### src/design/vehicle_trip_event_monitor_macros.svh
// Assertion macros for the vehicle trip event monitor.
`ifndef VEHICLE_TRIP_EVENT_MONITOR_MACROS_SVH
`define VEHICLE_TRIP_EVENT_MONITOR_MACROS_SVH

// same-cycle implication
`define VTEM_ASSERT_IMPL(lbl, clk, rst_n, ante, cons) \
  lbl: assert property (@(posedge clk) disable iff (!rst_n) (ante) |-> (cons)) \
    else $error("vehicle_trip_event_monitor: assertion failed");

// next-cycle implication
`define VTEM_ASSERT_NEXT(lbl, clk, rst_n, ante, cons) \
  lbl: assert property (@(posedge clk) disable iff (!rst_n) (ante) |=> (cons)) \
    else $error("vehicle_trip_event_monitor: assertion failed");

`endif

### src/design/tvem_pkg.sv
// Shared types and constants for the vehicle trip event monitor.
`timescale 1ns / 1ps
package tvem_pkg;

  localparam int unsigned DIST_W_DEFAULT  = 48;
  localparam int unsigned COUNT_W_DEFAULT = 16;

  localparam int unsigned CFG_IDX_W  = 3;
  localparam int unsigned CFG_DATA_W = 15;

  localparam int unsigned IN_TDATA_W  = 112;
  localparam int unsigned OUT_TDATA_W = 240;
  localparam int unsigned DIST_OUT_W  = 48;
  localparam int unsigned CNT_OUT_W   = 16;

  localparam int unsigned EV_HARD_BRAKE = 0;
  localparam int unsigned EV_RAPID_ACC  = 1;
  localparam int unsigned EV_STOP_GO    = 2;
  localparam int unsigned EV_SPEEDING   = 3;

  typedef enum logic [CFG_IDX_W-1:0] {
    REG_IDLE_SPEED_LIMIT     = 3'd0,
    REG_HARD_BRAKE_DECEL     = 3'd1,
    REG_RAPID_ACCEL_RATE     = 3'd2,
    REG_STOP_GO_SPEED        = 3'd3,
    REG_SPEEDING_SPEED       = 3'd4,
    REG_BRAKE_MIN            = 3'd5,
    REG_RAPID_THROTTLE_MIN   = 3'd6,
    REG_STOP_GO_THROTTLE_MIN = 3'd7
  } cfg_reg_e;

  localparam logic [14:0] RST_IDLE_SPEED_LIMIT     = 15'd100;
  localparam logic [14:0] RST_HARD_BRAKE_DECEL     = 15'd50;
  localparam logic [14:0] RST_RAPID_ACCEL_RATE     = 15'd30;
  localparam logic [14:0] RST_STOP_GO_SPEED        = 15'd1200;
  localparam logic [14:0] RST_SPEEDING_SPEED       = 15'd6000;
  localparam logic [9:0]  RST_BRAKE_MIN            = 10'd200;
  localparam logic [9:0]  RST_RAPID_THROTTLE_MIN   = 10'd250;
  localparam logic [9:0]  RST_STOP_GO_THROTTLE_MIN = 10'd100;

  localparam logic signed [11:0] TEMP_FLOOR = -12'sd400;

  typedef struct packed {
    logic [14:0] idle_speed_limit;
    logic [14:0] hard_brake_decel;
    logic [14:0] rapid_accel_rate;
    logic [14:0] stop_go_speed;
    logic [14:0] speeding_speed;
    logic [9:0]  brake_min;
    logic [9:0]  rapid_throttle_min;
    logic [9:0]  stop_go_throttle_min;
  } cfg_t;

  typedef struct packed {
    logic               trip_start;
    logic [31:0]        time_ms;
    logic [14:0]        speed;
    logic [13:0]        rpm;
    logic [9:0]         brake;
    logic [9:0]         throttle;
    logic signed [11:0] engine_temp;
    logic [15:0]        fuel_level;
  } sample_t;

  typedef struct packed {
    logic [47:0]        distance_sum;
    logic [31:0]        elapsed_ms;
    logic [31:0]        idle_ms;
    logic [14:0]        max_speed;
    logic signed [11:0] max_temp;
    logic [9:0]         peak_throttle;
    logic [15:0]        hard_brakes;
    logic [15:0]        rapid_accels;
    logic [15:0]        stop_go_count;
    logic [15:0]        speeding_count;
    logic [15:0]        fuel_used;
    logic [3:0]         event_now;
  } result_t;

endpackage

### src/design/tvem_cfg_regs.sv
// Threshold configuration registers.
`timescale 1ns / 1ps
module tvem_cfg_regs (
  input  logic                              clk_i,
  input  logic                              rst_ni,
  input  logic                              cfg_we_i,
  input  logic [tvem_pkg::CFG_IDX_W-1:0]    cfg_idx_i,
  input  logic [tvem_pkg::CFG_DATA_W-1:0]   cfg_data_i,
  output tvem_pkg::cfg_t                    cfg_o
);

  tvem_pkg::cfg_t cfg_q;

  always_ff @(posedge clk_i or negedge rst_ni) begin
    if (!rst_ni) begin
      cfg_q.idle_speed_limit     <= tvem_pkg::RST_IDLE_SPEED_LIMIT;
      cfg_q.hard_brake_decel     <= tvem_pkg::RST_HARD_BRAKE_DECEL;
      cfg_q.rapid_accel_rate     <= tvem_pkg::RST_RAPID_ACCEL_RATE;
      cfg_q.stop_go_speed        <= tvem_pkg::RST_STOP_GO_SPEED;
      cfg_q.speeding_speed       <= tvem_pkg::RST_SPEEDING_SPEED;
      cfg_q.brake_min            <= tvem_pkg::RST_BRAKE_MIN;
      cfg_q.rapid_throttle_min   <= tvem_pkg::RST_RAPID_THROTTLE_MIN;
      cfg_q.stop_go_throttle_min <= tvem_pkg::RST_STOP_GO_THROTTLE_MIN;
    end else if (cfg_we_i) begin
      case (tvem_pkg::cfg_reg_e'(cfg_idx_i))
        tvem_pkg::REG_IDLE_SPEED_LIMIT:     cfg_q.idle_speed_limit     <= cfg_data_i;
        tvem_pkg::REG_HARD_BRAKE_DECEL:     cfg_q.hard_brake_decel     <= cfg_data_i;
        tvem_pkg::REG_RAPID_ACCEL_RATE:     cfg_q.rapid_accel_rate     <= cfg_data_i;
        tvem_pkg::REG_STOP_GO_SPEED:        cfg_q.stop_go_speed        <= cfg_data_i;
        tvem_pkg::REG_SPEEDING_SPEED:       cfg_q.speeding_speed       <= cfg_data_i;
        tvem_pkg::REG_BRAKE_MIN:            cfg_q.brake_min            <= cfg_data_i[9:0];
        tvem_pkg::REG_RAPID_THROTTLE_MIN:   cfg_q.rapid_throttle_min   <= cfg_data_i[9:0];
        tvem_pkg::REG_STOP_GO_THROTTLE_MIN: cfg_q.stop_go_throttle_min <= cfg_data_i[9:0];
        default: ;
      endcase
    end
  end

  assign cfg_o = cfg_q;

endmodule

### config.mk
export PLATFORM = sky130hd
export DESIGN_NAME = tvem_cfg_regs
export DESIGN_NICKNAME = d
export VERILOG_FILES = /design/src/design/vehicle_trip_event_monitor_macros.svh /design/src/design/tvem_pkg.sv /design/src/design/tvem_cfg_regs.sv
export SDC_FILE = /design/constraint.sdc
export NUM_CORES = 1
export LEC_CHECK = 0
export BUFFER_PORTS_ARGS = -buffer_cell sky130_fd_sc_hd__clkbuf_2
export CAP_MARGIN = 0
export CORE_MARGIN = 1
export CORE_UTILIZATION = 35
export CTS_BUF_LIST = sky130_fd_sc_hd__clkbuf_8
export DETAILED_ROUTE_END_ITERATION = 6
export SYNTH_ARGS = -nofsm -noshare
export SYNTH_HDL_FRONTEND = slang
export SYNTH_SLANG_ARGS = --single-unit
### constraint.sdc
create_clock -name clk_i -period 1.16 [get_ports clk_i]
set_input_delay 0.116 -clock clk_i [delete_from_list [all_inputs] [get_ports clk_i]]
set_output_delay 0.116 -clock clk_i [all_outputs]
set_load 0.01 [all_outputs]
* Word level (Yosys, flattened, before mapping)
Cells that the tools add are included.
** Cells by class
- Equal/unequal tests :: 7
- Reduce and logical (&&, ||, !) cells :: 9
** Operators by type and width (count)
- $reduce_and A2 Y1 :: 8
- $eq A3 B3 Y1 const B :: 4
- $eq A3 B2 Y1 const B :: 2
- $eq A3 B1 Y1 const B :: 1
- $logic_not A3 Y1 :: 1
** Word-level totals
- Bits of input ports :: 21
- Word-level logic and storage cells :: 24
- Bits in registers :: 105
- Output and inout bits :: 105

* Longest topological paths before layout
- Depth in word-level cells :: 2
- Mapped depth :: 5
- Mapped depth without buffers :: 2

* Worst setup path before layout
Ideal clock, no wire load.
- Kind :: input-to-reg
- Start :: in cfg_idx_i[0] (netlist name)
- End :: reg cfg_q (netlist bit cfg_o[100])
- Path slack :: -0.134 ns
- Data required time :: 1.035 ns
- Library setup time :: 0.125 ns
- Stages :: 4
- Data arrival time :: 1.169 ns
- Buffers on the path :: 2
- Cell sequence :: buf_6 -> nor4b_4 -> buf_8 -> mux2_4
** On the way
- Word-level cells in the longest chain between the ends :: 2
** RTL lines
- start: declaration :: RTL line tvem_cfg_regs.sv:7 : input logic [tvem_pkg::CFG_IDX_W-1:0] cfg_idx_i,
- $logic_not A3 Y1 :: RTL line tvem_cfg_regs.sv:25 : case (tvem_pkg::cfg_reg_e'(cfg_idx_i))
- $reduce_and A2 Y1 (no line)
- end: declaration :: RTL line tvem_cfg_regs.sv:12 : tvem_pkg::cfg_t cfg_q;
Every way passes these cells.
A chain may end at the register's enable or synchronous reset.

* Final worst setup path
- Start :: reg cfg_q (netlist bit cfg_o[50])
- End :: out cfg_o[50] (netlist name)
** RTL lines
- end: declaration :: RTL line tvem_cfg_regs.sv:9 : output tvem_pkg::cfg_t cfg_o
No word-level cell between the ends.

==> results by group <==
Status
  • Status: complete, no violations

Die
  • Top Ports: around 130
  • Die X: 111 µm
  • Core Box Area: 0.0115 mm²
  • Cell Rows: 39
  • Die area: 0.0123 mm²
  • Die Ht: between 100 and 150 µm
  • Starting Density: 36.1%

Critical path
  • Crit path DAT: 1.03 ns
  • Crit path required time: 1.04 ns
  • CP peak stage delay: 0.56 ns
  • Reg-to-reg endpoint: cfg_o[80]$_DFFE_PN1P_
  • Family with the most delay on the worst path: flip-flops
  • CP endpoint kind: primary output
  • Critical-path top delay cell: dfstp_2
  • Buffer and inverter count on the worst path: 1
  • Kind of critical path: flop to primary output
  • Crit Reg-Reg Startpoint: cfg_o[80]$_DFFE_PN1P_
  • Worst R2R Path Depth: 3
  • Critical Path Start Type: flop
  • CP max FO: 2
  • R2R setup slack: between 0.2 and 0.25 ns
  • Cell breakdown of the critical path: buf_6

Pwr
  • Total power: 10.4 mW
  • Worst vdd ir: 0.000799 V
  • Sequential group share of total power: 49.6%
  • PwrDens: approximately 1800 mW/mm²
  • Switching part of the total power: 27.8%
  • Power share of the clock group: 22.2%
  • Sw power: 2.88 mW
  • Logic pwr share: 28.2%
  • Int Pwr: 7.51 mW
  • LEAKAGE: ~2.7 nW

Route
  • Via count of the routed design: 2,534
  • 1st-iter DRT viols: 81
  • Drt via density: around 4.8
  • Residual DRC count: 0
  • Routed wire length: around 9.4 mm
  • Antenna-violating nets left: 0
  • Drt first pass iters: 4
  • Avg WL per Cell: 17.8 µm

Timing
  • Final worst slack: 0.0168 ns
  • Unrepaired setup endpoints after global routing: yes
  • Setup violators final: 0
  • Slew HR: 81.7%
  • Fmax: 0.875 GHz
  • Hold slack: 0.0297 ns
  • Least-Margin Pin Slew: 0.275 ns
  • Final period utilization: 98.6%
  • Pins over their slew limit: 0
  • Clock Skew: 0 ns
  • Post-layout min period: 1.14 ns
  • Fin. Hold Viols: 0

Clock network
  • H-tree lvl count: 3
  • Clock Tree Buf Depth: 2
  • CTS tree: yes
  • Root buffer cell: clkbuf_8
  • Clock sink total: 105
  • Clock transition at path regs: 0.10 ns
  • Worst skew pair latency: 0.36 ns
  • CTS Buf Count: 9

Global routing
  • Antenna violations before repair: 0
  • Largest net degree at the start of global routing: 51
  • Vias in the first global route: 2,559
  • Total gr overflow: 0
  • GRT Total Usage: 15.9%
  • First-pass GRT wire length: 14.8 mm

Placement
  • Place WS: -0.173 ns
  • I/O Buffers: 125
  • GP Congestion: 0.721
  • Detail Placement HPWL: approximately 6.6 mm

Worst hold path
  • Hold EP: cfg_o[104]$_DFFE_PN0P_
  • Min-delay src: cfg_data_i[14]
  • Hold path depth: 2
  • HP Class: input pin to flop

Finish
  • Antenna Cells: 0
  • FILL cells: 1,005
  • Area grow syn2layout: 36.6%
  • Max reg flops: 105
  • Layout cell share with drive strength beyond 1: 79.6%
  • Layout net count: 403

Synthesis
  • #FFs+latches synth: between 100 and 150
  • Syn avg cell area: 17.8 µm²
  • Synth warn: 0
  • Fraction of the yosys area taken by sequential cells: 64.5%
  • Gate Count Post-Synth: 232
  • Synth unique cells: 13
  • Syn Nets: 253
  • Post-synthesis cell area: 0.00414 mm²

Flow run
  • Max Cap Viol: 0
-- how the worst max path moves through the flow --
stage / from / to / slack, ns / cells past startpoint
2_1_floorplan: cfg_idx_i[2] / cfg_o[100]$_DFFE_PN0P_ / -0.13 / 4
3_3_place_gp: cfg_idx_i[2] / cfg_o[91]$_DFFE_PN0P_ / -0.12 / 4
3_5_place_dp: cfg_idx_i[2] / cfg_o[90]$_DFFE_PN0P_ / -0.17 / 4
4_1_cts: cfg_o[76]$_DFFE_PN1P_ / cfg_o[76] / -0.02 / 1
5_1_grt: cfg_o[50]$_DFFE_PN1P_ / cfg_o[50] / -0.02 / 1
6_report: cfg_o[50]$_DFFE_PN1P_ / cfg_o[50] / 0.02 / 1
-- what timing repair did --
item | in CTS | in global routing
hold endpoints to repair | 76 | 0
endpoints found under the setup margin | 26 | 33
hold buffers | 1 | 0
resized for setup | 5 | 61
buffers inserted | 6 | 3
-- layout by cell type, fill, tap and decap left out, drive strengths merged --
cell	instances
dlygate4sd3	1
and4bb	3
nand4	1
bufinv	1
nor4b	1
dfstp	33
clkbuf	102
clkinvlp	1
dfrtp	72
nand4b	3
mux2	105
inv	3
buf	61
-- cell type report --
class	count	area [µm²]	share of cell area, %
Clock buffer	11	151	2.68
Clock inverter	5	48.8	0.864
Timing Repair Buffer	153	1170	20.8
Tap cell	143	179	3.17
Multi-Input combinational cell	113	1430	25.3
Sequential cell	105	2670	47.3
-- power by group through the flow --
| stage | Clock, mW | Combinational, mW | Sequential, mW |
|---|---|---|---|
| CTS | 2.38 | 2.69 | 5.10 |
| global route | 2.48 | 3.13 | 5.26 |
| floorplan | 0 | 0.976 | 5.51 |
| finish | 2.30 | 2.93 | 5.16 |
| detailed placement | 0 | 2.56 | 5.16 |
| global placement | 0 | 2.51 | 5.14 |
-- per-layer routing --
layer	up-vias	global-route usage, %	routed length (µm)
li1	1127	-	-
met1	1316	22.6	4540
met2	81	23.1	4210
met3	10	4.76	572
met4	0	5.60	108
met5	-	0	0
-- cells in the mapped netlist (all sizes together) --
cell | number | share of area (%)
and4bb | 3 | 0.91
buf | 14 | 3.4
dfrtp | 72 | 44
dfstp | 33 | 21
mux2 | 105 | 30
nand4 | 1 | 0.30
nand4b | 3 | 0.79
nor4b | 1 | 0.57
-- through the flow --
step,util (%),cell area (µm²),instances,TNS (ns)
global placement,44.9,5150,504,-6.10
finish,49.3,5650,530,0
global route,49.3,5650,530,-0.177
detailed placement,44.9,5150,504,-7.63
CTS,47.5,5450,527,-0.252
floorplan,-,4260,232,-1.86
-- cell families after synthesis --
family | after synthesis | synth area share, %
muxes | 105 | 29.5
DFF | 105 | 64.5
buffers and inverters | 14 | 3.39
and+or+nand+nor | 8 | 2.57
(Power assumes the default switching activity.)
