$ cat src/design/vehicle_trip_event_monitor_macros.svh
// Assertion macros for the vehicle trip event monitor.
`ifndef VEHICLE_TRIP_EVENT_MONITOR_MACROS_SVH
`define VEHICLE_TRIP_EVENT_MONITOR_MACROS_SVH

// same-cycle implication
`define VTEM_ASSERT_IMPL(lbl, clk, rst_n, ante, cons) \
  lbl: assert property (@(posedge clk) disable iff (!rst_n) (ante) |-> (cons)) \
    else $error("vehicle_trip_event_monitor: assertion failed");

// next-cycle implication
`define VTEM_ASSERT_NEXT(lbl, clk, rst_n, ante, cons) \
  lbl: assert property (@(posedge clk) disable iff (!rst_n) (ante) |=> (cons)) \
    else $error("vehicle_trip_event_monitor: assertion failed");

`endif

$ cat src/design/tvem_pkg.sv
// Shared types and constants for the vehicle trip event monitor.
`timescale 1ns / 1ps
package tvem_pkg;

  localparam int unsigned DIST_W_DEFAULT  = 48;
  localparam int unsigned COUNT_W_DEFAULT = 16;

  localparam int unsigned CFG_IDX_W  = 3;
  localparam int unsigned CFG_DATA_W = 15;

  localparam int unsigned IN_TDATA_W  = 112;
  localparam int unsigned OUT_TDATA_W = 240;
  localparam int unsigned DIST_OUT_W  = 48;
  localparam int unsigned CNT_OUT_W   = 16;

  localparam int unsigned EV_HARD_BRAKE = 0;
  localparam int unsigned EV_RAPID_ACC  = 1;
  localparam int unsigned EV_STOP_GO    = 2;
  localparam int unsigned EV_SPEEDING   = 3;

  typedef enum logic [CFG_IDX_W-1:0] {
    REG_IDLE_SPEED_LIMIT     = 3'd0,
    REG_HARD_BRAKE_DECEL     = 3'd1,
    REG_RAPID_ACCEL_RATE     = 3'd2,
    REG_STOP_GO_SPEED        = 3'd3,
    REG_SPEEDING_SPEED       = 3'd4,
    REG_BRAKE_MIN            = 3'd5,
    REG_RAPID_THROTTLE_MIN   = 3'd6,
    REG_STOP_GO_THROTTLE_MIN = 3'd7
  } cfg_reg_e;

  localparam logic [14:0] RST_IDLE_SPEED_LIMIT     = 15'd100;
  localparam logic [14:0] RST_HARD_BRAKE_DECEL     = 15'd50;
  localparam logic [14:0] RST_RAPID_ACCEL_RATE     = 15'd30;
  localparam logic [14:0] RST_STOP_GO_SPEED        = 15'd1200;
  localparam logic [14:0] RST_SPEEDING_SPEED       = 15'd6000;
  localparam logic [9:0]  RST_BRAKE_MIN            = 10'd200;
  localparam logic [9:0]  RST_RAPID_THROTTLE_MIN   = 10'd250;
  localparam logic [9:0]  RST_STOP_GO_THROTTLE_MIN = 10'd100;

  localparam logic signed [11:0] TEMP_FLOOR = -12'sd400;

  typedef struct packed {
    logic [14:0] idle_speed_limit;
    logic [14:0] hard_brake_decel;
    logic [14:0] rapid_accel_rate;
    logic [14:0] stop_go_speed;
    logic [14:0] speeding_speed;
    logic [9:0]  brake_min;
    logic [9:0]  rapid_throttle_min;
    logic [9:0]  stop_go_throttle_min;
  } cfg_t;

  typedef struct packed {
    logic               trip_start;
    logic [31:0]        time_ms;
    logic [14:0]        speed;
    logic [13:0]        rpm;
    logic [9:0]         brake;
    logic [9:0]         throttle;
    logic signed [11:0] engine_temp;
    logic [15:0]        fuel_level;
  } sample_t;

  typedef struct packed {
    logic [47:0]        distance_sum;
    logic [31:0]        elapsed_ms;
    logic [31:0]        idle_ms;
    logic [14:0]        max_speed;
    logic signed [11:0] max_temp;
    logic [9:0]         peak_throttle;
    logic [15:0]        hard_brakes;
    logic [15:0]        rapid_accels;
    logic [15:0]        stop_go_count;
    logic [15:0]        speeding_count;
    logic [15:0]        fuel_used;
    logic [3:0]         event_now;
  } result_t;

endpackage

$ cat src/design/tvem_in_stage.sv
// Input register stage for sample words.
`timescale 1ns / 1ps
module tvem_in_stage (
  input  logic              clk_i,
  input  logic              rst_ni,
  input  logic              s_valid_i,
  output logic              s_ready_o,
  input  tvem_pkg::sample_t s_item_i,
  output logic              valid_o,
  input  logic              pop_i,
  output tvem_pkg::sample_t item_o
);

  logic              vld_q, vld_d;
  tvem_pkg::sample_t item_q;
  logic              take;

  assign s_ready_o = !vld_q || pop_i;
  assign take      = s_valid_i && s_ready_o;

  always_comb begin
    vld_d = vld_q;
    if (take) begin
      vld_d = 1'b1;
    end else if (pop_i) begin
      vld_d = 1'b0;
    end
  end

  always_ff @(posedge clk_i or negedge rst_ni) begin
    if (!rst_ni) begin
      vld_q <= 1'b0;
    end else begin
      vld_q <= vld_d;
    end
  end

  always_ff @(posedge clk_i) begin
    if (take) begin
      item_q <= s_item_i;
    end
  end

  assign valid_o = vld_q;
  assign item_o  = item_q;

endmodule

$ cat config.mk
export PLATFORM = sky130hd
export DESIGN_NAME = tvem_in_stage
export DESIGN_NICKNAME = d
export VERILOG_FILES = /design/src/design/vehicle_trip_event_monitor_macros.svh /design/src/design/tvem_pkg.sv /design/src/design/tvem_in_stage.sv
export SDC_FILE = /design/constraint.sdc
export NUM_CORES = 1
export LEC_CHECK = 0
export BUFFER_PORTS_ARGS = -buffer_cell sky130_fd_sc_hd__buf_2
export CORE_MARGIN = 4
export CORE_UTILIZATION = 44
export DETAILED_ROUTE_END_ITERATION = 8
export GPL_TIMING_DRIVEN = 0
export PLACE_DENSITY = 0.84
export SYNTH_ARGS = -nofsm -noshare
export SYNTH_HDL_FRONTEND = slang
export SYNTH_SLANG_ARGS = --single-unit
$ cat constraint.sdc
create_clock -name clk_i -period 5.3 [get_ports clk_i]
set_input_delay 1.06 -clock clk_i [delete_from_list [all_inputs] [get_ports clk_i]]
set_output_delay 1.06 -clock clk_i [all_outputs]
set_load 0.02 [all_outputs]
# == Yosys cells after proc, flatten, opt, wreduce, memory -nomap -nowiden ==
# Index checks and enable logic that the tools add are counted.
# word_totals
word_cells,15
regBits,111
in_bits,114
# op_classes
mux,2
n_reduce_logical,4
# op_table
op,n
2-to-1 mux 1 bit,2
nonzero test 2 bit,1
logical AND 1 bit,1
logical NOT 1 bit,1
logical OR 1 bit,1

# == Logic depth before layout (Yosys ltp) ==
# Gate-level depths: netlist (run 1).
# depth
word_depth,4
depth_mapped,2
mapped_depth_nobuf,2

# == Worst setup path after synthesis (run 1) ==
# No wires, ideal clock.
# synth_path
path_kind,input to register
start,in pop_i
end,"reg item_q, in the netlist item_o[0] (enable)"
required_time_ns,4.908
cell_stages,2
setup_slack_ns,2.839
n_path_buf,0
t_arrival_ns,2.069
setup_time_ns,0.392
cell_sequence,nand2b_4 and2_4
# synth_via
elab_chain_cells,2
# synth_lines
element,line_no,rtl
start: declaration,tvem_in_stage.sv:10,"input logic pop_i,"
logical OR 1 bit,tvem_in_stage.sv:18,assign s_ready_o = !vld_q || pop_i;
logical AND 1 bit,tvem_in_stage.sv:19,assign take = s_valid_i && s_ready_o;
named net take,tvem_in_stage.sv:16,logic take;
end signal: assignment,tvem_in_stage.sv:40,item_q <= s_item_i;
end: declaration,tvem_in_stage.sv:15,tvem_pkg::sample_t item_q;
# The timed path passes the listed nets, and every way through them passes these cells.
# A chain may end at the register's enable or synchronous reset.

# == Final worst setup path (run 1) ==
# layout_path
start,in pop_i
end,out s_ready_o
# layout_via
elab_chain_cells,1
# layout_lines
element,line_no,rtl
logical OR 1 bit,tvem_in_stage.sv:18,
end: declaration,tvem_in_stage.sv:7,"output logic s_ready_o,"
# No other way between the ends.

==> results of run 1 <==
[report_power, final]
| group | leakage, nW | switching [W] | internal, W | total, W |
|---|---|---|---|---|
| Sequential | 1.06 | 0.0000129 | 0.00102 | 0.00104 |
| Combinational | 0.912 | 0.000109 | 0.0000626 | 0.000172 |
| Clock | 0.0982 | 0.000277 | 0.000224 | 0.000501 |
| Total | 2.07 | 0.000399 | 0.00131 | 0.00171 |
[synth_stat cells]
cell type,n
and2_4,1
dfrtp_1,1
edfxtp_1,110
nand2b_1,1
nand2b_4,1
[through the flow]
stage	setup slack [ps]	instance area (um^2)
floorplan	2840	3360
global placement	2610	4610
detailed placement	2540	4610
CTS	2800	4810
global route	2780	4840
finish	2800	4840
[logic make-up (layout without fill, tap and decap cells)]
logic type             count (synthesis)  count (layout)  synth area share, %
buffers and inverters                  0             242                    0
flip-flops                           111             111                 99.1
AND/OR/NAND/NOR                        3               3                0.857
[sequential cells by signal, indices dropped and copies added, names as in the netlist]
register,count
item_o,110
valid_o,1
[area by class of cell]
| type | count | area (um^2) |
|---|---|---|
| Tap cell | 99 | 124 |
| Multi-Input combinational cell | 3 | 28.8 |
| Clock buffer | 9 | 124 |
| Clock inverter | 7 | 78.8 |
| Fill cell | 541 | 2490 |
| Timing Repair Buffer | 226 | 1150 |
| Sequential cell | 111 | 3330 |
[per-layer routing]
metal	routed length, um	vias to the layer above
met2	4280	124
met1	2660	960
met3	882	4
met4	62	0
met5	0	-
li1	-	931
[worst max path at each step]
stage	depth (start not counted)	to	slack (ps)
final	3	s_ready_o	2800
after CTS	3	s_ready_o	2800
after floorplan	2	item_o[0]$_DFFE_PP_	2840
after global routing	3	s_ready_o	2780
after global placement	3	item_o[52]$_DFFE_PP_	2610
after detailed placement	3	item_o[55]$_DFFE_PP_	2540
[placed cells by master (no fill, tap or decap)]
cell type	count
inv_6	2
edfxtp_1	110
clkinvlp_4	2
buf_2	225
inv_8	1
clkinv_2	1
nand2b_4	1
dfrtp_1	1
nand2b_1	1
bufinv_16	1
clkbuf_8	9
buf_16	1
and2_4	1
[worst max-delay path, cell delays in order]
cell and delay, ps:
buf_2 100, nand2b_4 130, buf_2 150
==> reports/qor.yml, run 1 <==
status: "finished clean"
fin_tns_setup_ps: 0
portBuffers: 225
ff2ff_path_depth: 3
ys_seq_area_share_pct: 99.1
dpl.cell_count: 438
arrival_ps: 1440
synth_nets: 228
ys_warn_count: 0
gp_congestion: 0.742
postRouteAntennaNets: 0
viasPerCell: 4.44
yosysTopAreaCell: "edfxtp_1"
hold_path_class: "in -> async"
fmax_mhz: 400
ys_seq_elements: 111
period_minus_slack_ps: 2500
cp-start-kind: "input pin"
clock_skew_ps: 9.26
synth_cells: 114
cp.required_ps: 4240
drive_gt1_share_pct: 68.5
total_power_w: 0.00171
rsz0062_at_grt: "false"
final_util_pct: 66.0
first_pass_iters: 4
dpl.hpwl_um: 6260
globalRouteMet3Util_pct: 6.24
wl_per_cell_um: 17.3
routed-via-count: 2019
die_h_um: 95.3
setup_violations: 0
crit_path_end_kind: "output pin"
core_um2: 7330
grt_pass1_wl_um: 10900
power.leakage_nw: 2.07
dr.first_iter.drc_count: 68
nets: 465
top_usage_layer: "met2"
root_buffer: "clkbuf_8"
relSlewSlack_pct: 67.3
ctsResizeCount: 0
p_per_area_nw_per_um2: 353
post_cts_buffers: 0
crit_type: "in -> out"
initial_utilization_pct: 45.8
hold_viol: 0
cts.clk_slew.worst_paths_ps: 100
h-tree-depth: 3
slew_viol_final: 0
grt_max_degree: 111
grt_util_met1_pct: 17.5
placement_rows: 31
routed_wl_um: 7890
yosys-top-cells-area: "edfxtp_1 98%, dfrtp_1 0.75%, nand2b_4 0.41%"
final_cells: 455
drc: 0
grt_overflow: 0
synth_area_um2: 3360
antenna_found_initial: 0
timing.hold.ws_ps: 462
critPathLaunch: "pop_i"
avgSynthCellArea_um2: 29.4
path_max_fanout: 3
use_met2_pct: 30.6
fin_crit_sh_pct: 47.2
chipWidth_um: 95.3
numCtsBuffers: 9
ctsHoldBuffers: 0
ys_types: 5
synth.top_cell.area_share_pct: 98.4
cap_violations: 0
ir_drop_v: 0.000263
antenna_cells: 0
dieArea_um2: 9090
cts_tree: "done"
worst_pin_slew_ps: 490
grt_pass1_vias: 2095
ff2ff_setup_slack_ps: 3580
clock_latency_ps: 350
gr-usage-all-layers_pct: 16.8
io_pins: 226
reg2reg_to: "item_o[18]$_DFFE_PP_"
clock-sinks: 111
syn2layout_area_growth_pct: 44.1
r2r-start: "valid_o$_DFFE_PN0P_"
cts_buffer_depth: 2
(Power assumes the default switching activity.)
==> run 2, diff against run 1 <==
- ABC_AREA: not set -> 1
- CORE_UTILIZATION: 44 -> 41
- PLACE_DENSITY: 0.84 -> 0.79
- clock period: 5.3 -> 2.36 ns (I/O delays scaled with it)
==> run 2 against run 1 <==
Non-clock buffer count grew 3. Critical endpoint is now item_o[19]$_DFFE_PP_. Combinational power increased by 130%. Core utilization fell by 3.6 points. Sequential cell count stayed put. Critical path depth unchanged. Power rose by 130%. Clock skew shrank 2.8 ps. Die area grew 6.4%. Highest routed layer unchanged. Register-to-register slack got worse by 3300 ps.
==> reports/qor.yml, run 2 <==
m1WireLength_um: 2720  # +2.5%
h-tree-depth: 3  # unchanged
dieArea_um2: 9680  # +6.4%
cts.clk_slew.worst_paths_ps: 110  # about the same
ys_warn_count: 0  # unchanged
post_cts_buffers: 0  # unchanged
dpl.hpwl_um: 6840  # +9.2%
portBuffers: 225  # unchanged
routed-via-count: 2071  # +2.6%
crit_path_end_kind: "register"
routed_wl_um: 8470  # +7.4%
setup_violations: 0  # unchanged
root_buffer: "clkbuf_8"
antenna_cells: 0  # unchanged
yosys-top-cells-area: "edfxtp_1 99%, dfrtp_1 0.75%, inv_1 0.22%"
ys_types: 5  # unchanged
fmax_mhz: 490
synth_cells: 116  # +1.8%
total_power_w: 0.00385  # +130%
critPathLaunch: "valid_o$_DFFE_PN0P_"
postRouteAntennaNets: 0  # unchanged
drc: 0  # unchanged
syn2layout_area_growth_pct: 46.2
crit_type: "reg -> reg"
fin_crit_sh_pct: 86.5
rsz0062_at_grt: "false"
p_per_area_nw_per_um2: 787  # +120%
power.leakage_nw: 2.10  # +1.6%
relSlewSlack_pct: 34.9  # -32 points
placement_rows: 32  # +3.2%
dpl.cell_count: 446  # +1.8%
fillers: 625  # +16%
clock_latency_ps: 360  # about the same
synth_area_um2: 3350  # -0.26%
ys_seq_elements: 111  # unchanged
path_max_fanout: 30  # +27
synth.most_common_cell: "edfxtp_1"
grt_max_degree: 31  # -72%
fin_tns_setup_ps: 0  # unchanged
io_pins: 226  # unchanged
wl_per_cell_um: 18.3  # +5.6%
hold_path_class: "in -> reg"
ys.flop_type: "edfxtp_1"
viasPerCell: 4.47  # +0.80%
top_layer_used: "met4"
die_h_um: 98.4  # +3.2%
status: "finished clean"
grt_pass1_wl_um: 12500  # +15%
wl_met3_um: 841  # -4.6%
numCtsBuffers: 9  # unchanged
cap_violations: 0  # unchanged
wl_met2_um: 4780  # +12%
cts_tree: "done"
cp.required_ps: 2420  # -1820 ps
ir_drop_v: 0.000357  # +36%
hold_viol: 0  # unchanged
async_flop_share_pct: 0.901  # unchanged
chipWidth_um: 98.4  # +3.2%
antenna_found_initial: 0  # unchanged
synth.top_cell.area_share_pct: 98.7  # +0.26 points
grt_pass1_vias: 2214  # +5.7%
final_util_pct: 62.4  # -3.6 points
yosysTopAreaCell: "edfxtp_1"
ff2ff_setup_slack_ps: 320  # -3260 ps
clock-sinks: 111  # unchanged
final_cells: 463  # +1.8%
gr-usage-all-layers_pct: 17.4  # +0.56 points
synth_nets: 230  # +0.88%
min_from: "s_item_i[89]"
hold_end: "item_o[89]$_DFFE_PP_"
worst_pin_slew_ps: 974  # +484 ps
clock_skew_ps: 6.42  # -2.84 ps
reg2reg_to: "item_o[19]$_DFFE_PP_"
largest_reg_flops: 110  # unchanged
drive_gt1_share_pct: 68.4  # -0.12 points
initial_utilization_pct: 42.7  # -3.1 points
final_cell_mix: "225 x buf_2, 110 x edfxtp_1, 9 x clkbuf_8"
cts_buffer_depth: 2  # unchanged
dr.first_iter.drc_count: 84  # +24%
ys_seq_area_share_pct: 99.4  # +0.26 points
r2r-start: "valid_o$_DFFE_PN0P_"
nets: 470  # +1.1%
period_minus_slack_ps: 2040
slew_viol_final: 0  # unchanged
cp-start-kind: "register"
synth_edf_count: 110  # unchanged
synth_common_cells: "110 x edfxtp_1, 2 x inv_1, 2 x nand2_1"
arrival_ps: 2100  # +660 ps
avgSynthCellArea_um2: 28.9  # -2.0%
final_common_cell: "buf_2"
grt_overflow: 0  # unchanged
first_pass_iters: 4  # unchanged
whs_path_depth: 1
ff2ff_path_depth: 3  # unchanged
gp_congestion: 0.729  # -1.7%
core_um2: 7850  # +7.0%
timing.hold.ws_ps: 281  # -181 ps
run 2: critical path: stages (launching register included):
cell	delay (ps)
dfrtp_2	440
a21oi_4	770
buf_12	290
buf_12	220
run 2: repair_timing:
item	in CTS	in global routing
gates resized for setup	0	0
hold endpoints to repair	1	0
hold buffers	1	0
run 2: how the worst max path moves through the flow:
stage	to	slack (ps)	depth (start not counted)
after detailed placement	item_o[70]$_DFFE_PP_	140	5
after global routing	item_o[109]$_DFFE_PP_	220	3
after CTS	item_o[19]$_DFFE_PP_	310	3
after global placement	item_o[8]$_DFFE_PP_	-1030	3
final	item_o[19]$_DFFE_PP_	320	3
after floorplan	item_o[0]$_DFFE_PP_	-410	1
run 2: logic make-up (layout without fill, tap and decap cells):
group           count (synthesis)  in the layout  share of synthesized area (%)
compound gates                  1              1                          0.149
simple gates                    2              2                          0.224
flops                         111            111                           99.4
buf+inv                         2            247                          0.224
run 2: final cells by class:
| cell class | instances | area [um^2] | area share [%] |
|---|---|---|---|
| sequential | 111 | 3330 | 68.0 |
| timing repair buffer | 229 | 1200 | 24.6 |
| tap | 102 | 128 | 2.61 |
| clock buffer | 9 | 124 | 2.53 |
| clock inverter | 7 | 80.1 | 1.64 |
| multi-input combinational | 3 | 23.8 | 0.486 |
| inverter | 2 | 7.51 | 0.153 |
run 2: routing by layer:
| metal | vias to the layer above | track usage, % |
|---|---|---|
| li1 | 942 | - |
| met2 | 125 | 32.6 |
| met3 | 12 | 6.71 |
| met4 | 0 | 5.15 |
| met5 | - | 0 |
| met1 | 992 | 17.7 |
run 2: through the flow:
| step | cell area [um^2] | worst slack, ps |
|---|---|---|
| floorplan | 3360 | -409 |
| global placement | 4610 | -1030 |
| detailed placement | 4680 | 136 |
| CTS | 4900 | 311 |
| global route | 4900 | 216 |
| finish | 4900 | 319 |
run 2: where the power goes:
part / switching [W] / internal, W
registers: 0.0000260 / 0.00230
clock network: 0.000624 / 0.000506
logic: 0.000253 / 0.000149
