### src/design/vehicle_trip_event_monitor_macros.svh
// Assertion macros for the vehicle trip event monitor.
`ifndef VEHICLE_TRIP_EVENT_MONITOR_MACROS_SVH
`define VEHICLE_TRIP_EVENT_MONITOR_MACROS_SVH

// same-cycle implication
`define VTEM_ASSERT_IMPL(lbl, clk, rst_n, ante, cons) \
  lbl: assert property (@(posedge clk) disable iff (!rst_n) (ante) |-> (cons)) \
    else $error("vehicle_trip_event_monitor: assertion failed");

// next-cycle implication
`define VTEM_ASSERT_NEXT(lbl, clk, rst_n, ante, cons) \
  lbl: assert property (@(posedge clk) disable iff (!rst_n) (ante) |=> (cons)) \
    else $error("vehicle_trip_event_monitor: assertion failed");

`endif

### src/design/tvem_pkg.sv
// Shared types and constants for the vehicle trip event monitor.
`timescale 1ns / 1ps
package tvem_pkg;

  localparam int unsigned DIST_W_DEFAULT  = 48;
  localparam int unsigned COUNT_W_DEFAULT = 16;

  localparam int unsigned CFG_IDX_W  = 3;
  localparam int unsigned CFG_DATA_W = 15;

  localparam int unsigned IN_TDATA_W  = 112;
  localparam int unsigned OUT_TDATA_W = 240;
  localparam int unsigned DIST_OUT_W  = 48;
  localparam int unsigned CNT_OUT_W   = 16;

  localparam int unsigned EV_HARD_BRAKE = 0;
  localparam int unsigned EV_RAPID_ACC  = 1;
  localparam int unsigned EV_STOP_GO    = 2;
  localparam int unsigned EV_SPEEDING   = 3;

  typedef enum logic [CFG_IDX_W-1:0] {
    REG_IDLE_SPEED_LIMIT     = 3'd0,
    REG_HARD_BRAKE_DECEL     = 3'd1,
    REG_RAPID_ACCEL_RATE     = 3'd2,
    REG_STOP_GO_SPEED        = 3'd3,
    REG_SPEEDING_SPEED       = 3'd4,
    REG_BRAKE_MIN            = 3'd5,
    REG_RAPID_THROTTLE_MIN   = 3'd6,
    REG_STOP_GO_THROTTLE_MIN = 3'd7
  } cfg_reg_e;

  localparam logic [14:0] RST_IDLE_SPEED_LIMIT     = 15'd100;
  localparam logic [14:0] RST_HARD_BRAKE_DECEL     = 15'd50;
  localparam logic [14:0] RST_RAPID_ACCEL_RATE     = 15'd30;
  localparam logic [14:0] RST_STOP_GO_SPEED        = 15'd1200;
  localparam logic [14:0] RST_SPEEDING_SPEED       = 15'd6000;
  localparam logic [9:0]  RST_BRAKE_MIN            = 10'd200;
  localparam logic [9:0]  RST_RAPID_THROTTLE_MIN   = 10'd250;
  localparam logic [9:0]  RST_STOP_GO_THROTTLE_MIN = 10'd100;

  localparam logic signed [11:0] TEMP_FLOOR = -12'sd400;

  typedef struct packed {
    logic [14:0] idle_speed_limit;
    logic [14:0] hard_brake_decel;
    logic [14:0] rapid_accel_rate;
    logic [14:0] stop_go_speed;
    logic [14:0] speeding_speed;
    logic [9:0]  brake_min;
    logic [9:0]  rapid_throttle_min;
    logic [9:0]  stop_go_throttle_min;
  } cfg_t;

  typedef struct packed {
    logic               trip_start;
    logic [31:0]        time_ms;
    logic [14:0]        speed;
    logic [13:0]        rpm;
    logic [9:0]         brake;
    logic [9:0]         throttle;
    logic signed [11:0] engine_temp;
    logic [15:0]        fuel_level;
  } sample_t;

  typedef struct packed {
    logic [47:0]        distance_sum;
    logic [31:0]        elapsed_ms;
    logic [31:0]        idle_ms;
    logic [14:0]        max_speed;
    logic signed [11:0] max_temp;
    logic [9:0]         peak_throttle;
    logic [15:0]        hard_brakes;
    logic [15:0]        rapid_accels;
    logic [15:0]        stop_go_count;
    logic [15:0]        speeding_count;
    logic [15:0]        fuel_used;
    logic [3:0]         event_now;
  } result_t;

endpackage

### src/design/tvem_update.sv
// Trip state update and result register.
`timescale 1ns / 1ps
module tvem_update #(
  parameter int unsigned DISTANCE_WIDTH = tvem_pkg::DIST_W_DEFAULT,
  parameter int unsigned COUNT_WIDTH    = tvem_pkg::COUNT_W_DEFAULT
) (
  input  logic              clk_i,
  input  logic              rst_ni,
  input  tvem_pkg::cfg_t    cfg_i,
  input  logic              in_valid_i,
  output logic              in_ready_o,
  input  tvem_pkg::sample_t in_item_i,
  output logic              out_valid_o,
  input  logic              out_ready_i,
  output tvem_pkg::result_t out_res_o
);

  localparam int unsigned PROD_W = 48;
  localparam int unsigned SUM_W  = ((DISTANCE_WIDTH > PROD_W) ? DISTANCE_WIDTH : PROD_W) + 1;
  localparam int unsigned DOUT_W = (DISTANCE_WIDTH > tvem_pkg::DIST_OUT_W) ?
                                   DISTANCE_WIDTH : tvem_pkg::DIST_OUT_W;
  localparam int unsigned COUT_W = (COUNT_WIDTH > tvem_pkg::CNT_OUT_W) ?
                                   COUNT_WIDTH : tvem_pkg::CNT_OUT_W;

  logic                      fire;
  logic                      out_vld_q;
  tvem_pkg::result_t         res_q, res_d;

  logic [31:0]               last_time_q, last_time_d;
  logic [14:0]               last_speed_q, last_speed_d;
  logic [3:0]                last_cond_q, last_cond_d;
  logic [DISTANCE_WIDTH-1:0] dist_q, dist_d;
  logic [31:0]               elapsed_q, elapsed_d;
  logic [31:0]               idle_q, idle_d;
  logic [14:0]               speed_pk_q, speed_pk_d;
  logic signed [11:0]        temp_pk_q, temp_pk_d;
  logic [9:0]                thr_pk_q, thr_pk_d;
  logic [COUNT_WIDTH-1:0]    cnt_q [4];
  logic [COUNT_WIDTH-1:0]    cnt_d [4];
  logic [15:0]               start_fuel_q, start_fuel_d;

  logic                      step_ok;
  logic [31:0]               dt;
  logic [15:0]               spd_sum;
  logic [PROD_W-1:0]         dist_inc;
  logic [SUM_W-1:0]          dist_sum;
  logic [32:0]               elapsed_sum, idle_sum;
  logic signed [16:0]        dv;
  logic signed [26:0]        dv_k;
  logic signed [48:0]        dv_ext;
  logic [46:0]               brake_lim, accel_lim;
  logic [3:0]                cond;
  logic [DOUT_W-1:0]         dist_ext;
  logic [COUT_W-1:0]         cnt_ext [4];
  logic [15:0]               cnt_out [4];

  assign in_ready_o = !out_vld_q || out_ready_i;
  assign fire       = in_valid_i && in_ready_o;

  // datapath
  assign step_ok     = in_item_i.time_ms > last_time_q;
  assign dt          = in_item_i.time_ms - last_time_q;
  assign spd_sum     = {1'b0, last_speed_q} + {1'b0, in_item_i.speed};
  assign dist_inc    = PROD_W'(spd_sum) * PROD_W'(dt);
  assign dist_sum    = SUM_W'(dist_q) + SUM_W'(dist_inc);
  assign elapsed_sum = {1'b0, elapsed_q} + {1'b0, dt};
  assign idle_sum    = {1'b0, idle_q} + {1'b0, dt};

  assign dv        = $signed({2'b00, in_item_i.speed}) - $signed({2'b00, last_speed_q});
  assign dv_k      = dv * 27'sd1000;
  assign dv_ext    = {{22{dv_k[26]}}, dv_k};
  assign brake_lim = 47'(cfg_i.hard_brake_decel) * 47'(dt);
  assign accel_lim = 47'(cfg_i.rapid_accel_rate) * 47'(dt);

  always_comb begin
    cond = '0;
    cond[tvem_pkg::EV_HARD_BRAKE] = ((-dv_ext) >= $signed({2'b00, brake_lim})) &&
                                    (in_item_i.brake >= cfg_i.brake_min);
    cond[tvem_pkg::EV_RAPID_ACC]  = (dv_ext >= $signed({2'b00, accel_lim})) &&
                                    (in_item_i.throttle >= cfg_i.rapid_throttle_min);
    cond[tvem_pkg::EV_STOP_GO]    = (in_item_i.speed < cfg_i.stop_go_speed) &&
                                    (in_item_i.throttle > cfg_i.stop_go_throttle_min);
    cond[tvem_pkg::EV_SPEEDING]   = in_item_i.speed >= cfg_i.speeding_speed;
  end

  always_comb begin
    last_time_d  = in_item_i.time_ms;
    last_speed_d = in_item_i.speed;
    last_cond_d  = last_cond_q;
    dist_d       = dist_q;
    elapsed_d    = elapsed_q;
    idle_d       = idle_q;
    speed_pk_d   = speed_pk_q;
    temp_pk_d    = temp_pk_q;
    thr_pk_d     = thr_pk_q;
    start_fuel_d = start_fuel_q;
    for (int i = 0; i < 4; i++) begin
      cnt_d[i] = cnt_q[i];
    end
    if (in_item_i.trip_start) begin
      last_cond_d  = '0;
      dist_d       = '0;
      elapsed_d    = '0;
      idle_d       = '0;
      speed_pk_d   = in_item_i.speed;
      temp_pk_d    = in_item_i.engine_temp;
      thr_pk_d     = in_item_i.throttle;
      start_fuel_d = in_item_i.fuel_level;
      for (int i = 0; i < 4; i++) begin
        cnt_d[i] = '0;
      end
    end else if (step_ok) begin
      dist_d    = (dist_sum > SUM_W'({DISTANCE_WIDTH{1'b1}})) ? '1
                                                               : dist_sum[DISTANCE_WIDTH-1:0];
      elapsed_d = elapsed_sum[32] ? '1 : elapsed_sum[31:0];
      if ((in_item_i.speed <= cfg_i.idle_speed_limit) && (in_item_i.rpm != '0)) begin
        idle_d = idle_sum[32] ? '1 : idle_sum[31:0];
      end
      for (int i = 0; i < 4; i++) begin
        if (cond[i] && !last_cond_q[i] && (cnt_q[i] != '1)) begin
          cnt_d[i] = cnt_q[i] + COUNT_WIDTH'(1);
        end
      end
      last_cond_d = cond;
      if (in_item_i.speed > speed_pk_q) begin
        speed_pk_d = in_item_i.speed;
      end
      if (in_item_i.engine_temp > temp_pk_q) begin
        temp_pk_d = in_item_i.engine_temp;
      end
      if (in_item_i.throttle > thr_pk_q) begin
        thr_pk_d = in_item_i.throttle;
      end
    end
  end

  // clamp wide internal totals to the output field widths
  assign dist_ext = DOUT_W'(dist_d);
  always_comb begin
    for (int i = 0; i < 4; i++) begin
      cnt_ext[i] = COUT_W'(cnt_d[i]);
      cnt_out[i] = (cnt_ext[i] > COUT_W'({tvem_pkg::CNT_OUT_W{1'b1}})) ? '1
                                                                         : cnt_ext[i][15:0];
    end
  end

  always_comb begin
    res_d.distance_sum   = (dist_ext > DOUT_W'({tvem_pkg::DIST_OUT_W{1'b1}})) ? '1
                                                                              : dist_ext[47:0];
    res_d.elapsed_ms     = elapsed_d;
    res_d.idle_ms        = idle_d;
    res_d.max_speed      = speed_pk_d;
    res_d.max_temp       = temp_pk_d;
    res_d.peak_throttle  = thr_pk_d;
    res_d.hard_brakes    = cnt_out[tvem_pkg::EV_HARD_BRAKE];
    res_d.rapid_accels   = cnt_out[tvem_pkg::EV_RAPID_ACC];
    res_d.stop_go_count  = cnt_out[tvem_pkg::EV_STOP_GO];
    res_d.speeding_count = cnt_out[tvem_pkg::EV_SPEEDING];
    res_d.fuel_used      = (start_fuel_d > in_item_i.fuel_level) ?
                           (start_fuel_d - in_item_i.fuel_level) : '0;
    res_d.event_now      = last_cond_d;
  end

  always_ff @(posedge clk_i or negedge rst_ni) begin
    if (!rst_ni) begin
      last_time_q  <= '0;
      last_speed_q <= '0;
      last_cond_q  <= '0;
      dist_q       <= '0;
      elapsed_q    <= '0;
      idle_q       <= '0;
      speed_pk_q   <= '0;
      temp_pk_q    <= tvem_pkg::TEMP_FLOOR;
      thr_pk_q     <= '0;
      start_fuel_q <= '0;
      for (int i = 0; i < 4; i++) begin
        cnt_q[i] <= '0;
      end
      out_vld_q    <= 1'b0;
      res_q        <= '0;
    end else begin
      if (fire) begin
        last_time_q  <= last_time_d;
        last_speed_q <= last_speed_d;
        last_cond_q  <= last_cond_d;
        dist_q       <= dist_d;
        elapsed_q    <= elapsed_d;
        idle_q       <= idle_d;
        speed_pk_q   <= speed_pk_d;
        temp_pk_q    <= temp_pk_d;
        thr_pk_q     <= thr_pk_d;
        start_fuel_q <= start_fuel_d;
        for (int i = 0; i < 4; i++) begin
          cnt_q[i] <= cnt_d[i];
        end
        res_q        <= res_d;
        out_vld_q    <= 1'b1;
      end else if (out_ready_i) begin
        out_vld_q    <= 1'b0;
      end
    end
  end

  assign out_valid_o = out_vld_q;
  assign out_res_o   = res_q;

endmodule

### config.mk
export PLATFORM = sky130hd
export DESIGN_NAME = tvem_update
export DESIGN_NICKNAME = d
export VERILOG_FILES = /design/src/design/vehicle_trip_event_monitor_macros.svh /design/src/design/tvem_pkg.sv /design/src/design/tvem_update.sv
export SDC_FILE = /design/constraint.sdc
export NUM_CORES = 2
export LEC_CHECK = 0
export BUFFER_PORTS_ARGS = -buffer_cell sky130_fd_sc_hd__buf_2
export CAP_MARGIN = 20
export CORE_UTILIZATION = 45
export CTS_BUF_LIST = sky130_fd_sc_hd__clkbuf_2 sky130_fd_sc_hd__clkbuf_4 sky130_fd_sc_hd__clkbuf_8
export DETAILED_ROUTE_END_ITERATION = 10
export PLACE_DENSITY_LB_ADDON = 0.1
export SYNTH_ARGS = -nofsm -noshare
export SYNTH_HDL_FRONTEND = slang
export SYNTH_SLANG_ARGS = --single-unit
### constraint.sdc
create_clock -name clk_i -period 19.7 [get_ports clk_i]
set_clock_uncertainty 0.2 [all_clocks]
set_input_delay 2.955 -clock clk_i [delete_from_list [all_inputs] [get_ports clk_i]]
set_output_delay 2.955 -clock clk_i [all_outputs]
set_load 0.01 [all_outputs]
Word level (Yosys, flattened, before mapping)
Cells that the tools add are included.
{"block": "word_totals", "reg_bits": 421, "in_bits": 219, "out_inout_bits": 235, "elab_cells": 126}
{"block": "op_classes", "addsub": 12, "n_mul": 4, "magnitude_cmp": 19, "eq_ne": 4, "mux": 36, "n_reduce_logical": 29}
{"operator": "$mux W32", "n": 7}
{"operator": "$mux W48", "n": 4}
{"operator": "$mux W16", "n": 10}
{"operator": "$mux W64", "n": 2}
{"operator": "$mul A15 B32 Y47", "n": 2}
{"operator": "$add A32 B32 Y33", "n": 2}
{"operator": "$add A16 B1 Y16 const B", "n": 4}
{"operator": "$gt A16 B16 Y1 const B", "n": 4}
{"operator": "$ne A16 B16 Y1 const B", "n": 4}
{"operator": "$add A48 B48 Y49", "n": 1}
{"operator": "$ge A49 B48 Y1", "n": 1}
{"operator": "$gt A49 B48 Y1 const B", "n": 1}
{"operator": "$neg A27 Y49", "n": 1}
{"operator": "$ge A27 B48 Y1", "n": 1}
{"operator": "$gt A48 B48 Y1 const B", "n": 1}
{"operator": "$mul A16 B32 Y48", "n": 1}
{"operator": "$mux W15", "n": 3}
{"operator": "$mux W12", "n": 3}
{"operator": "$gt A32 B32 Y1", "n": 1}
{"operator": "$sub A32 B32 Y32", "n": 1}
{"operator": "$mux W10", "n": 3}
{"operator": "$mul A16 B8 Y24 const B", "n": 1}
{"operator": "$ge A10 B10 Y1", "n": 2}
{"operator": "$gt A10 B10 Y1", "n": 2}
{"operator": "other kinds (18)", "n": 42}

Depth between registers and ports, before layout
{"block": "depth", "ltp_word": 12, "ltp_mapped": 51, "ltp_nobuf": 48}

Worst setup path before layout
OpenSTA, ideal clock, no wires.
{"block": "synth_timing", "kind": "in2reg", "startpoint": "input in_item_i[77] (netlist name)", "endpoint": "register res_q, in the netlist out_res_o[52]", "arrival_ns": 13.340, "required_time_ns": 19.374, "path_slack_ns": 6.034, "cell_stages": 46, "cell_sequence": "inv_1 -> ha_1 -> fa_1 -> nand2b_1 -> a21boi_0 -> o21ai_0 -> a211o_1 -> a311oi_1 -> o21ai_0 -> and2_1 -> a21oi_1 -> mux2_2 -> nand2_1 -> clkbuf_1 -> and2_1 -> fa_1 -> inv_1 -> fa_1 -> [10 not listed] -> nand2_1 -> or3_1 -> o32ai_1 -> o21ai_0 -> a21oi_1 -> a41oi_1 -> xor2_1 -> ha_1 -> nand4_1 -> or2_2 -> o221ai_1 -> a21oi_1 -> a211oi_1 -> o2111ai_1 -> nor4b_4 -> nand2_2 -> clkbuf_1 -> a311o_1"}
{"block": "synth_via", "elab_chain_cells": 11, "elab_cells_between_ends": 12, "cone_classes": "add/sub: 1; mul: 1; order compare: 3; mux: 4; reduce/logical: 3"}
{"item": "start, declared", "line_no": "tvem_update.sv:12", "text": "input tvem_pkg::sample_t in_item_i,"}
{"item": "$sub A32 B32 Y32", "line_no": "tvem_update.sv:62", "text": "assign dt = in_item_i.time_ms - last_time_q;"}
{"item": "$mul A15 B32 Y47", "line_no": "tvem_update.sv:73", "text": "assign accel_lim = 47'(cfg_i.rapid_accel_rate) * 47'(dt);"}
{"item": "$ge A27 B48 Y1", "line_no": "tvem_update.sv:79", "text": "cond[tvem_pkg::EV_RAPID_ACC] = (dv_ext >= $signed({2'b00, accel_lim})) &&"}
{"item": "$logic_and A1 B1 Y1", "line_no": "tvem_update.sv:79"}
{"item": "$logic_and A1 B1 Y1 (2 in a row)", "line_no": "tvem_update.sv:120", "text": "if (cond[i] && !last_cond_q[i] && (cnt_q[i] != '1)) begin"}
{"item": "$mux W16", "line_no": "tvem_update.sv:120"}
{"item": "$mux W64 *", "line_no": "tvem_update.sv:112", "text": "end else if (step_ok) begin"}
{"item": "$mux W64 *", "line_no": "tvem_update.sv:100", "text": "if (in_item_i.trip_start) begin"}
{"item": "$gt A16 B16 Y1", "line_no": "tvem_update.sv:142", "text": "cnt_out[i] = (cnt_ext[i] > COUT_W'({tvem_pkg::CNT_OUT_W{1'b1}})) ? '1"}
{"item": "$mux W16 *", "line_no": "tvem_update.sv:142"}
{"item": "end signal, assigned", "line_no": "tvem_update.sv:196", "text": "res_q <= res_d;"}
{"item": "end, declared", "line_no": "tvem_update.sv:27", "text": "tvem_pkg::result_t res_q, res_d;"}
Every way passes the cells marked *; elsewhere a longest branch is shown, timed or not.
A chain may end at the register's enable or synchronous reset.

Worst setup path in the final report
{"block": "layout_timing", "startpoint": "input in_item_i[77] (netlist name)", "endpoint": "register res_q, in the netlist out_res_o[61]"}
The elaborated chain is that of the path after synthesis.

==> results by stage <==
Floorplan:
- The floorplan step defined a die boundary enclosing 167600 um^2.
- The area of the placeable core is 164800 um^2.
- In this run the horizontal extent of the chip is 409.4 um.
- The vertical extent of the die is 409.4 um.
- The number of placed I/O pins is 454.
- Row generation in the floorplan step produced 149 rows.
- The starting density of the core is 45.33%.

Clocking:
- The H-tree was split into 2 levels.
- The tree is rooted in a clkbuf_8.
- Hold repair after CTS inserted 0 buffers.
- The post-CTS setup-driven buffer insertion count is 0.
- TritonCTS built the clock tree.
- The number of gates resized after CTS was 0.
- The later pin in the worst-skew pair is clocked with a latency of 760 ps.
- TritonCTS created 56 clock buffers.
- The clock passes through at most 3 buffers.
- The count of clock tree sinks is 303.
- After clock tree synthesis, the clock-pin slew on the worst setup and hold paths is 60 ps.

Route:
- After detailed routing, the number of vias per cell comes to 5.398.
- The count of vias placed by the detailed router is 59330.
- Detailed routing placed a total of 12.62 mm of wire on met3.
- Summed over all layers, the routed wires come to 230.3 mm.
- The detailed router finished its first iteration with 3285 violations.
- The detailed router put a total of 99.29 mm of wire on met1.
- Summed over all nets, wire length on met2 after detailed routing comes to 110.5 mm.
- In this run the top signal layer used is met5.
- The average detailed-routed wire length per instance is 20.95 um.
- For this run, design rule violations remaining after detail routing come to 0.
- The remaining antenna violation count is 0.
- The first-pass detailed-route iteration total is 5.

Status:
- The flow ran to the end, and the final reports show no timing, DRC or antenna violations.

Run:
- Max-cap violations in this run came to 0.

STA:
- The count of endpoints failing hold in the final timing report is 0.
- The time the final worst path needs with I/O delays and setup is 15680 ps.
- For the pin with the worst max-slew slack, the measured transition is 1187 ps.
- The final hold slack is 289.0 ps.
- The sum of negative setup slack is 0 ps.
- The maximum frequency from static timing analysis is 63.79 MHz.
- The final worst-path cycle share is 79.57%.
- The final max-slew violation count is 0.
- Setup repair after global routing left no endpoint under its margin.
- Measured against its own limit, the worst slew margin works out to 20.50%.
- Setup violations remaining at the end of the flow were counted as 0.

Place:
- The routability-driven placement congestion ratio is 0.9548.
- Counting tap cells, the placed design contains a total of 10880 instances.
- The detailed placer's ending HPWL is 179.2 mm.
- The count of input and output buffers is 453.

Yosys:
- The number of warnings printed during yosys synthesis is 0.
- The number of distinct library cell variants in the gate-level netlist after synthesis is 89.
- Averaged over all synthesized cells, the footprint is 8.741 um^2.
- The primary flip-flop cell chosen by synthesis mapping is dfrtp_1.
- The number of flops mapped to enable cells by yosys is 0.
- The post-synthesis net count is 10820.
- Summed over all instances, the cell type with the most area after synthesis is fa_1.
- Ranked by total cell area, the synthesized netlist is headed by fa_1 35%, ha_1 12%, dfrtp_1 9.9%, inv_1 8.3%, nand2_1 5.6%.
- The post-synthesis async set-or-reset flop share is 100.0%.
- In this run, synthesis produced a sequential element count of 303.
- The post-synthesis sequential area ratio is 10.16%.
- Synthesis handed over a netlist of 8546 instances.
- In the synthesized netlist, the cells that appear most often are 1648 x inv_1, 1306 x fa_1, 1113 x nand2_1, 745 x ha_1, 554 x and2_1.
- The synthesized netlist occupies a cell area of 74700 um^2.
- The most used standard cell by instance count after synthesis is inv_1.
- The share of synthesized area in the top cell type comes to 35.00%.

Critical path:
- Across all register-to-register paths, the minimum setup slack is 6010 ps.
- The cell with the largest stage delay on the worst path is a2111oi_0.
- Data on the critical path is required at its endpoint by 20160 ps.
- The number of cells on the worst reg-to-reg path is 43.
- STA classifies the critical path endpoint as a flop.
- The endpoint identified for the worst register-to-register timing path is out_res_o[61].
- Of all nets on the critical path, the largest fanout is 33.
- The startpoint of the most critical setup path is in_item_i[77].
- The kind of start point of the critical path is a primary input.
- The largest incremental delay on the critical path is 770 ps.
- By startpoint and endpoint, the worst setup path is classified as in2reg.
- The start of the worst register-to-register path is last_time_q[0].
- In this design, the critical path's most frequently occurring cell is fa_1.
- The critical path ends at out_res_o[61].
- The data arrival time of the critical path is 16130 ps.

Global routing:
- For this run, the total global-route usage over all layers was measured as 28.13%.
- The first global-routing pass estimated 368.5 mm of wire.
- The overflow left after global routing is 0.
- The via count of the first global-routing pass came to 63470.
- The largest net degree at the start of global routing is 94.
- The initial antenna violation count is 14.

Hold path:
- The worst min-delay path category is reg2reg.

Cells and area:
- The post-route netlist has 9.412% of its cells at a drive strength greater than 1.
- The number of non-filler instances in the completed layout is 10990.
- The end-of-flow core utilization is 48.96%.
- The post-layout net count is 11020.
- The area growth from synthesis to layout is 8.004%.
-- worst max-delay path: cells and delay by family --
kind | cells | cell delay (ps)
AND/OR/NAND/NOR | 12 | 3250
AO/OA/AOI/OAI | 14 | 4290
XOR/XNOR | 1 | 190
buffers and inverters | 8 | 1290
adder cells (fa/ha/maj) | 10 | 4080
-- placed cells by master (no fill, tap or decap), drive strengths merged, types with 15 or more instances in the layout --
cell type,instances
a2111oi,15
a211oi,51
a21o,183
a21oi,292
a221o,39
a22o,38
a31o,16
a31oi,42
and2,555
and3,40
buf,545
clkbuf,91
dfrtp,297
fa,1306
ha,745
inv,1650
mux2,66
nand2,1114
nand2b,67
nand3,86
nand4,54
nor2,263
nor2b,159
nor3,88
nor4,25
o2111ai,15
o211ai,23
o21a,70
o21ai,294
o21bai,36
o31ai,29
or2,17
or3,19
xnor2,189
xor2,116
-- stage by stage --
stage,setup slack [ps],area (um^2)
after floorplan,6034,74700
after global placement,3367,79370
after detailed placement,3310,79380
after CTS,4084,80660
after global routing,3151,80670
final,4024,80680
-- area by class of cell --
class | instances | area [um^2]
Antenna cell | 6 | 15.01
Timing Repair Buffer | 546 | 2980
Tap cell | 2189 | 2739
Multi-Input combinational cell | 6196 | 59880
Sequential cell | 303 | 7590
Clock inverter | 12 | 166.4
Inverter | 1650 | 6193
Clock buffer | 90 | 1114
Fill cell | 16070 | 84120
-- layer usage --
metal	GRT usage (%)	vias to the layer above
li1	-	27190
met1	37.04	30440
met2	47.70	1401
met3	3.913	304
met4	8.801	2
met5	0	-
-- logic make-up after synthesis --
group	synth area share (%)
simple gates	16.44
fa+ha+maj	47.48
buf+inv	10.34
compound gates	10.99
xor+xnor	3.586
flops	10.16
mux	1.008
other cells	0.005020
-- flip-flops by register name (all words and copies together), names as in the netlist --
signal and flops:
temp_pk_q 6, elapsed_q 32, idle_q 32, out_valid_o 1, out_res_o 115, thr_pk_q 10, last_cond_q 4, speed_pk_q 15
last_time_q 32, last_speed_q 15, start_fuel_q 16, dist_q 25
-- worst min path at each step --
stage | start | end | slack [ps] | cells after the start
4_1_cts | start_fuel_q[0] | start_fuel_q[0] | 290 | 2
3_3_place_gp | start_fuel_q[0] | start_fuel_q[0] | 270 | 2
5_1_grt | out_res_o[7] | out_res_o[7] | 310 | 1
2_1_floorplan | start_fuel_q[0] | start_fuel_q[0] | 250 | 2
3_5_place_dp | start_fuel_q[0] | start_fuel_q[0] | 280 | 2
6_report | start_fuel_q[0] | start_fuel_q[0] | 290 | 2
Power is left out: the tool's default activity adds up to more than one toggle a clock period on the data nets, which glitch-free logic cannot reach.
